**src/hw/rtl/htlp_ram.sv**
```systemverilog
// generic single write port ram with registered read
module htlp_ram #(
  parameter int WIDTH = 8,
  parameter int DEPTH = 16
) (
  input  logic                     clk,
  input  logic                     wr_en,
  input  logic [$clog2(DEPTH)-1:0] wr_addr,
  input  logic [WIDTH-1:0]         wr_data,
  input  logic [$clog2(DEPTH)-1:0] rd_addr,
  output logic [WIDTH-1:0]         rd_data
);

  logic [WIDTH-1:0] mem [DEPTH];

  // write port
  always_ff @(posedge clk) begin
    if (wr_en) begin
      mem[wr_addr] <= wr_data;
    end
  end

  // registered read port
  always_ff @(posedge clk) begin
    rd_data <= mem[rd_addr];
  end

endmodule

```
**config.mk**
```make
export PLATFORM = sky130hd
export DESIGN_NAME = htlp_ram
export DESIGN_NICKNAME = d
export VERILOG_FILES = /design/src/hw/rtl/htlp_ram.sv
export SDC_FILE = /design/constraint.sdc
export NUM_CORES = 1
export LEC_CHECK = 0
export ABC_AREA = 1
export BUFFER_PORTS_ARGS = -buffer_cell sky130_fd_sc_hd__buf_2
export CAP_MARGIN = 20
export CELL_PAD_IN_SITES_DETAIL_PLACEMENT = 0
export CELL_PAD_IN_SITES_GLOBAL_PLACEMENT = 2
export CORE_MARGIN = 4
export CORE_UTILIZATION = 43
export DETAILED_ROUTE_END_ITERATION = 8
export GPL_TIMING_DRIVEN = 0
export HOLD_SLACK_MARGIN = 0.08
export PLACE_DENSITY_LB_ADDON = 0.1
export SLEW_MARGIN = 40
export SYNTH_ARGS = -nofsm -noshare
export SYNTH_HDL_FRONTEND = slang
export SYNTH_SLANG_ARGS = --single-unit
```
**constraint.sdc**
```tcl
create_clock -name clk -period 1.8 [get_ports clk]
set_clock_uncertainty 0.1 [all_clocks]
set_input_delay 0.09 -clock clk [delete_from_list [all_inputs] [get_ports clk]]
set_output_delay 0.09 -clock clk [all_outputs]
set_load 0.005 [all_outputs]
```
==> flow_summary.toml, run 1 <==
[critical_path]
arrival_ns = 1.76
endpoint_kind = "flop"
required_ns = 2.00
worst_setup_path_start_kind = "flop"
rr_worst_depth = 7
crit_start = "mem[6][1]"
crit_path_end = "rd_data[1]"
timing.rr.start = "mem[6][1]"
rrSetupSlack_ns = 0.24
critPathMaxFanout = 1
worst-setup-path-type = "reg2reg"
r2r_end = "rd_data[1]"

[placement]
placed_area_sq_um = 6120
dp_slack_ns = 0.171
io_buffers = 22
place_congestion = 0.800
hpwl_mm = 9.69

[synth]
netlist_area_sq_um = 5770
syn_avg_cell_area_sq_um = 10.5
ys_seq_elements = 136
synthCells = 551
ys_types = 12
ys_seq_area_share_pct = 69.4
synth_fp_nets = 569
yosysWarningCount = 0

[final_layout]
antenna_cells = 0
areaGrowthSynthToFinish_pct = 18.3
finalNetCount = 621
fillers = 1203
drive_gt1_share_pct = 13.8
final_area_sq_um = 6820
multi_input_area_sq_um = 1240
regArea_sq_um = 4000

[floorplan]
core_region_area_sq_um = 13200
rows = 42
die_h_um = 124
dieArea_sq_um = 15300
start_util_pct = 43.7
die-width_um = 124
ioPinCount = 26

[clock_network]
path_clk_slew_ns = 0.05
cts_tree = "done"
cts_buffer_depth = 2
htree_num_levels = 4
cts_buffers = 17
cts-root-buf = "clkbuf_16"
clock_latency_ns = 0.42
cts.sink_count = 136

[detailed_routing]
wirelength_mm = 14.9
viasPerCell = 4.82
drt-pass1-iter-count = 5
wire_per_inst_um = 18.9
num_vias = 3814
drc = 0
postRouteAntennaNets = 0
drt_iter0_drc = 334

[run_status]
status = "complete, no violations"

[global_routing]
grt_usage_pct = 21.1
grt_max_degree = 17
grt_overflow = 0
grt_pass1_wl_mm = 22.4
antenna_found_initial = 0
grt_pass1_vias = 3652

[hold_path]
hold_class = "in2reg"
min_delay_path_depth = 5
holdCritStartpoint = "rd_addr[1]"

[timing]
rsz0062_at_grt = "no"
worst_slew_margin_rel_pct = 43.8
final.min_clock_period_ns = 1.56
drv_slew = 0
setup_violations = 0
hold_viol = 0
postLayoutSetupSlackWorst_ns = 0.245
fmax_mhz = 643
fin_setup_tns_ns = 0
worst_pin_slew_ns = 0.841
fin_crit_sh_pct = 86.4

[run]
maxCapViolations = 0

[power_and_ir_drop]
leakage_nw = 2.94
pwr_density_cell_nw_per_um2 = 1100
max-vdd-ir-drop_uv = 626
worst max-delay path, stage by stage (launching register included):
cell and delay (ns):
edfxtp_1 0.36, inv_1 0.06, nand2_1 0.05, nand3_1 0.08
nand3_1 0.08, dlygate4sd3_1 0.57, nand3_1 0.08, nand2_1 0.06
cell families after synthesis:
group         synth area share [%]
buf+inv                       9.52
flops                         69.4
simple gates                  21.0
flip-flops by register name, indices dropped and copies added (netlist names):
signal / cells
mem: 128
rd_data: 8
worst min path at each step:
stage,endpoint,slack (ns)
global placement,rd_data[1],0.37
floorplan,mem[0][0],0.09
global route,rd_data[0],0.15
CTS,rd_data[0],0.11
detailed placement,rd_data[1],0.37
finish,rd_data[0],0.13
layer usage:
metal / global-route usage [%] / part of all wire [%] / up-vias
li1: - / - / 1876
met1: 30.4 / 48 / 1825
met2: 32.2 / 46 / 95
met3: 4.63 / 5.2 / 18
met4: 6.37 / 1.3 / 0
met5: 0 / 0 / -
cells in the mapped netlist:
cell	count	area, sq um
dfxtp_1	8	160
buf_4	4	30.0
buf_1	1	3.75
buf_6	6	67.6
inv_2	2	7.51
edfxtp_1	128	3840
inv_1	100	375
nand3b_1	2	15.0
nand3_1	97	485
nor2_1	17	63.8
nand2_1	173	649
buf_2	13	65.1
through the flow:
stage | utilization [%] | power, mW | hold WS, ns | instances
floorplan | - | 3.87 | 0.0889 | 551
global placement | 46.2 | 4.09 | 0.370 | 749
detailed placement | 46.4 | 4.10 | 0.369 | 749
CTS | 51.7 | 7.56 | 0.111 | 792
global route | 51.7 | 7.78 | 0.153 | 792
finish | 51.7 | 7.51 | 0.126 | 792
power by group:
part	internal (mW)	switching, mW	total (mW)
clock	2.24	1.23	3.46
sequential	3.54	0.0163	3.56
combinational	0.152	0.340	0.492
total	5.93	1.58	7.51
cell type report:
| class | instances | area share, % |
|---|---|---|
| sequential | 136 | 58.7 |
| multi-input combinational | 289 | 18.2 |
| clock buffer | 23 | 6.86 |
| inverter | 102 | 5.61 |
| timing repair buffer | 33 | 3.23 |
| tap | 176 | 3.23 |
| buffer | 24 | 2.44 |
| clock inverter | 9 | 1.80 |
cell usage in the layout (no fill, tap or decap), types with 2 or more instances in the layout:
cell and count:
clkinv_2 5, nand3_1 97, buf_4 4, dlygate4sd3_1 11
buf_2 35, inv_1 100, edfxtp_1 128, inv_2 2
bufinv_16 3, nand3b_1 2, clkbuf_1 4, dfxtp_1 8
nor2_2 10, clkbuf_8 2, nand2_1 173, clkbuf_16 17
buf_6 6, nor2_1 7
what timing repair did:
action                                 CTS  global route
setup endpoints to repair                0             0
hold buffers                            11             0
gates resized for setup                  0             0
endpoints found under the hold margin  134             0
setup buffers                            0             0
(Power assumes the default switching activity.)
==> inputs of run 2 (changes only) <==
Settings changed: CAP_MARGIN 20 to not set, CORE_MARGIN 4 to not set, CORE_UTILIZATION 43 to 40.
==> run 2 against run 1 <==
- utilization decreased by 2.9 points
- largest power group unchanged
- worst hold slack worse by 0.022 ns
- highest routed layer unchanged
- design area is essentially flat
- largest cell class unchanged
- power shrank 0.49%
==> flow_summary.toml, run 2 (synthesized netlist as in run 1, its figures left out) <==
[run_status]
status = "complete, no violations"

[critical_path]
r2r_end = "rd_data[4]"
timing.rr.start = "mem[11][4]"
rr_worst_depth = 6
crit_start = "rd_addr[2]"
worst_setup_path_start_kind = "input port"
crit_path_end = "rd_data[1]"
rrSetupSlack_ns = 0.65
worst-setup-path-type = "in2reg"
arrival_ns = 1.73
critPathMaxFanout = 10
endpoint_kind = "flop"
required_ns = 1.99

[floorplan]
die_h_um = 122
dieArea_sq_um = 14900
ioPinCount = 26
die-width_um = 122
rows = 43
start_util_pct = 41.2
core_region_area_sq_um = 14000

[timing]
setup_violations = 0
fin_crit_sh_pct = 85.8
fmax_mhz = 648
worst_slew_margin_rel_pct = 48.7
hold_viol = 0
fin_setup_tns_ns = 0
worst_pin_slew_ns = 0.767
rsz0062_at_grt = "no"
drv_slew = 0
whs_ns = 0.104
final.min_clock_period_ns = 1.54

[final_layout]
fin_cells = 795
finalNetCount = 620
final_cell_mix = "173 x nand2_1, 128 x edfxtp_1, 100 x inv_1"
top_register = "mem"
mostFrequentLayoutCell = "nand2_1"
multi_input_area_sq_um = 1240
largest_reg_flops = 128
drive_gt1_share_pct = 14.5
fillers = 1335
areaGrowthSynthToFinish_pct = 18.4
reg_top3 = "mem x128, rd_data x8"
regArea_sq_um = 4000
antenna_cells = 0

[run]
maxCapViolations = 0

[global_routing]
grt_pass1_wl_mm = 22.9
antenna_found_initial = 0
grt_pass1_vias = 3742
grt_usage_pct = 22.9
grt_max_degree = 17
grt_overflow = 0

[detailed_routing]
postRouteAntennaNets = 0
drt-pass1-iter-count = 6
drc = 0
viasPerCell = 4.85
drt_iter0_drc = 292
num_vias = 3854
wire_per_inst_um = 19.3
wirelength_mm = 15.4

[clock_network]
htree_num_levels = 4
clock_latency_ns = 0.42
cts_tree = "done"
cts_buffer_depth = 2
path_clk_slew_ns = 0.05
post_cts_resized = 0
cts-root-buf = "clkbuf_16"
cts_buffers = 17
cts.sink_count = 136

[hold_path]
hold_class = "in2reg"
holdCritStartpoint = "rd_addr[1]"

[power_and_ir_drop]
max-vdd-ir-drop_uv = 696
leakage_nw = 2.95
power_mw = 7.48
pwr_density_cell_nw_per_um2 = 1100

[placement]
hpwl_mm = 9.90
place_congestion = 0.787
io_buffers = 22
placed_cells = 753
## run 2: cell count changes in the layout (fill, tap and decap cells not counted), sizes merged
cell         previous run  this run
bufinv                  3         2
dlygate4sd3            11        10
clkbuf                 23        24
## run 2: power by group
part / leakage [nW] / switching, mW / total [mW] / internal [mW]
Combinational: 1.43 / 0.345 / 0.496 / 0.150
Sequential: 1.22 / 0.0172 / 3.56 / 3.54
Clock: 0.296 / 1.21 / 3.42 / 2.21
Total: 2.95 / 1.58 / 7.48 / 5.90
## run 2: worst max-delay path: stages
cell and delay (ns):
dlygate4sd3_1 0.53, buf_2 0.19, inv_1 0.29, buf_4 0.27, nand3_1 0.14, nand3_1 0.12, nand2_1 0.11
## run 2: per-layer routing
| layer | vias to the layer above | global-route usage, % | routed length (um) |
|---|---|---|---|
| met5 | - | 0 | 0 |
| met4 | 0 | 9.22 | 376 |
| met3 | 24 | 4.59 | 805 |
| li1 | 1873 | - | - |
| met1 | 1839 | 31.6 | 7110 |
| met2 | 118 | 35.3 | 7080 |
## run 2: through the flow
step                area, sq um  worst slack [ns]  util (%)
detailed placement         6120             0.136      43.8
CTS                        6820             0.280      48.7
floorplan                  5770             0.659         -
global placement           6100            0.0449      43.6
finish                     6830             0.256      48.8
global route               6830             0.190      48.8
## run 2: final cells by class
class	count	area share [%]
buffer	24	2.44
inverter	102	5.61
sequential	136	58.7
clock inverter	8	1.36
tap	180	3.30
multi-input combinational	289	18.2
timing repair buffer	32	3.08
clock buffer	24	7.35
## run 2: worst min-delay path by stage
stage | end | slack (ns) | cells past startpoint
after floorplan | mem[0][0] | 0.09 | 0
after global placement | rd_data[2] | 0.37 | 1
after detailed placement | rd_data[2] | 0.37 | 1
after CTS | rd_data[0] | 0.11 | 5
after global routing | rd_data[0] | 0.14 | 5
final | rd_data[0] | 0.10 | 5
## run 2: repair_timing
item                      4_1_cts  5_1_grt
hold buffers                   10        0
hold endpoints to repair      133        0
setup buffers                   0        0
==> inputs of run 3 (changes only) <==
Settings changed: CORE_UTILIZATION 40 to 29.
==> run 3 against run 2 <==
- non-clock buffer count is the same
- global-route usage shrank 5.0 points
- flip-flop and latch count did not move
- critical endpoint is now rd_data[4]
- largest cell class unchanged
==> flow_summary.toml, run 3 (synthesized netlist as in run 1, its figures left out) <==
[critical_path]
rrSetupSlack_ns = 0.63
r2r_end = "rd_data[5]"
crit_buf_inv = 4
cp_common_cell = "nand3_1"
arrival_ns = 1.77
crit_family = "buffers and inverters"
critPathSlowestCell = "dlygate4sd3_1"
endpoint_kind = "flop"
slowest_delay_ns = 0.53
cp_num_cells = 7
critPathMaxFanout = 10
worst_setup_path_start_kind = "input port"
required_ns = 2.00
worst-setup-path-type = "in2reg"
rr_worst_depth = 6
timing.rr.start = "mem[11][5]"
crit_chain = "dlygate4sd3_1 > buf_2 > inv_1 > buf_4 > nand3_1 > nand3_1 > nand2_1"

[run_status]
status = "complete, no violations"

[placement]
io_buffers = 22
placed_cells = 838
place_congestion = 0.728
hpwl_mm = 10.9

[power_and_ir_drop]
power_mw = 7.69
p_comb_share_pct = 6.6
switching_share_pct = 21.4
internal-power_mw = 6.04
leakage_nw = 2.95
pwr_density_cell_nw_per_um2 = 1110
power.switching_mw = 1.65
p_clk_share_pct = 47.2
seqPwrFrac_pct = 46.2
max-vdd-ir-drop_uv = 634

[final_layout]
drive_gt1_share_pct = 14.3
mostFrequentLayoutCell = "nand2_1"
antenna_cells = 0
final_cell_mix = "173 x nand2_1, 128 x edfxtp_1, 100 x inv_1"
top_register = "mem"
fin_cells = 880
largest_reg_flops = 128
reg_top3 = "mem x128, rd_data x8"
finalNetCount = 620
areaGrowthSynthToFinish_pct = 20.6

[floorplan]
die_h_um = 143
core_region_area_sq_um = 19500
ioPinCount = 26
rows = 51
start_util_pct = 29.6
die-width_um = 143
dieArea_sq_um = 20500

[hold_path]
hold_class = "in2reg"
min_delay_path_depth = 5
holdCritStartpoint = "rd_addr[1]"
min_to = "rd_data[1]"

[clock_network]
clock_latency_ns = 0.42
cts_buffer_depth = 2
post_cts_resized = 0
cts-root-buf = "clkbuf_16"
post-cts-setup-buffer-count = 0
path_clk_slew_ns = 0.06
htree_num_levels = 4
cts_tree = "done"
cts.sink_count = 136
cts_buffers = 17

[detailed_routing]
drt-pass1-iter-count = 5
drc = 0
num_vias = 3774
wire_per_inst_um = 19.1
postRouteAntennaNets = 0
drt_iter0_drc = 282
wirelength_mm = 16.8
viasPerCell = 4.29

[global_routing]
grt_util_met1_pct = 25.0
grt_overflow = 0
use_met3_pct = 4.19
antenna_found_initial = 0
grt_most_used_layer = "met2"
grt_pass1_wl_mm = 24.6
grt_max_degree = 17
grt_usage_pct = 17.9
grtUsageMet2_pct = 27.0
grt_pass1_vias = 3614

[timing]
fmax_mhz = 637
drv_slew = 0
hold_viol = 0
rsz0062_at_grt = "no"
fin_crit_sh_pct = 87.1
setup_violations = 0
worst_pin_slew_ns = 0.780
worst_slew_margin_rel_pct = 47.8
final.min_clock_period_ns = 1.57

[run]
maxCapViolations = 0
[run 3: cell count changes in the layout (fill, tap and decap cells not counted)]
cell       previous run  this run
bufinv_16             2         3
clkinv_1              0         1
clkinv_2              5         3
[run 3: tightest hold or removal path, stage by stage]
cell and delay (ns):
buf_2 0.15, nand3_1 0.09, nand3_1 0.09, nand3_1 0.09, nand2_1 0.05
[run 3: power groups by stage]
stage | combinational, mW | clock [mW] | sequential (mW)
floorplan | 0.250 | 0 | 3.63
global placement | 0.495 | 0 | 3.62
detailed placement | 0.500 | 0 | 3.62
CTS | 0.519 | 3.68 | 3.56
global route | 0.562 | 3.82 | 3.56
finish | 0.507 | 3.63 | 3.56
[run 3: timing repair]
item / CTS / global route
hold buffers: 10 / 0
hold endpoints to repair: 134 / 0
setup endpoints to repair: 0 / 0
[run 3: metal layers]
metal	up-vias	routed length, um	share of wire (%)
li1	1881	-	-
met4	0	289	1.7
met5	-	0	0
met1	1786	8280	49
met3	18	712	4.2
met2	89	7520	45
[run 3: stage by stage]
| stage | TNS [ns] | utilization [%] | hold WS [ns] | area (sq um) | setup WS, ns |
|---|---|---|---|---|---|
| 2_1_floorplan | 0 | - | 0.0889 | 5770 | 0.659 |
| 3_3_place_gp | -1.35 | 31.9 | 0.370 | 6210 | -0.0863 |
| 3_5_place_dp | 0 | 32.0 | 0.369 | 6230 | 0.128 |
| 4_1_cts | 0 | 35.7 | 0.0802 | 6950 | 0.251 |
| 5_1_grt | 0 | 35.7 | 0.138 | 6960 | 0.186 |
| 6_report | 0 | 35.7 | 0.0887 | 6960 | 0.231 |
[run 3: worst max path at each step]
stage / startpoint / to / slack, ns
4_1_cts: rd_addr[2] / rd_data[3] / 0.25
3_5_place_dp: wr_addr[2] / mem[10][5] / 0.13
2_1_floorplan: wr_addr[2] / mem[10][0] / 0.66
6_report: rd_addr[2] / rd_data[4] / 0.23
5_1_grt: rd_addr[2] / rd_data[4] / 0.19
3_3_place_gp: wr_addr[3] / mem[5][3] / -0.09
[run 3: cell type report]
class | count | area, sq um
Buffer | 24 | 166
Clock buffer | 24 | 502
Clock inverter | 8 | 116
Fill cell | 1967 | 12500
Inverter | 102 | 383
Multi-Input combinational cell | 289 | 1240
Sequential cell | 136 | 4000
Tap cell | 265 | 332
Timing Repair Buffer | 32 | 210
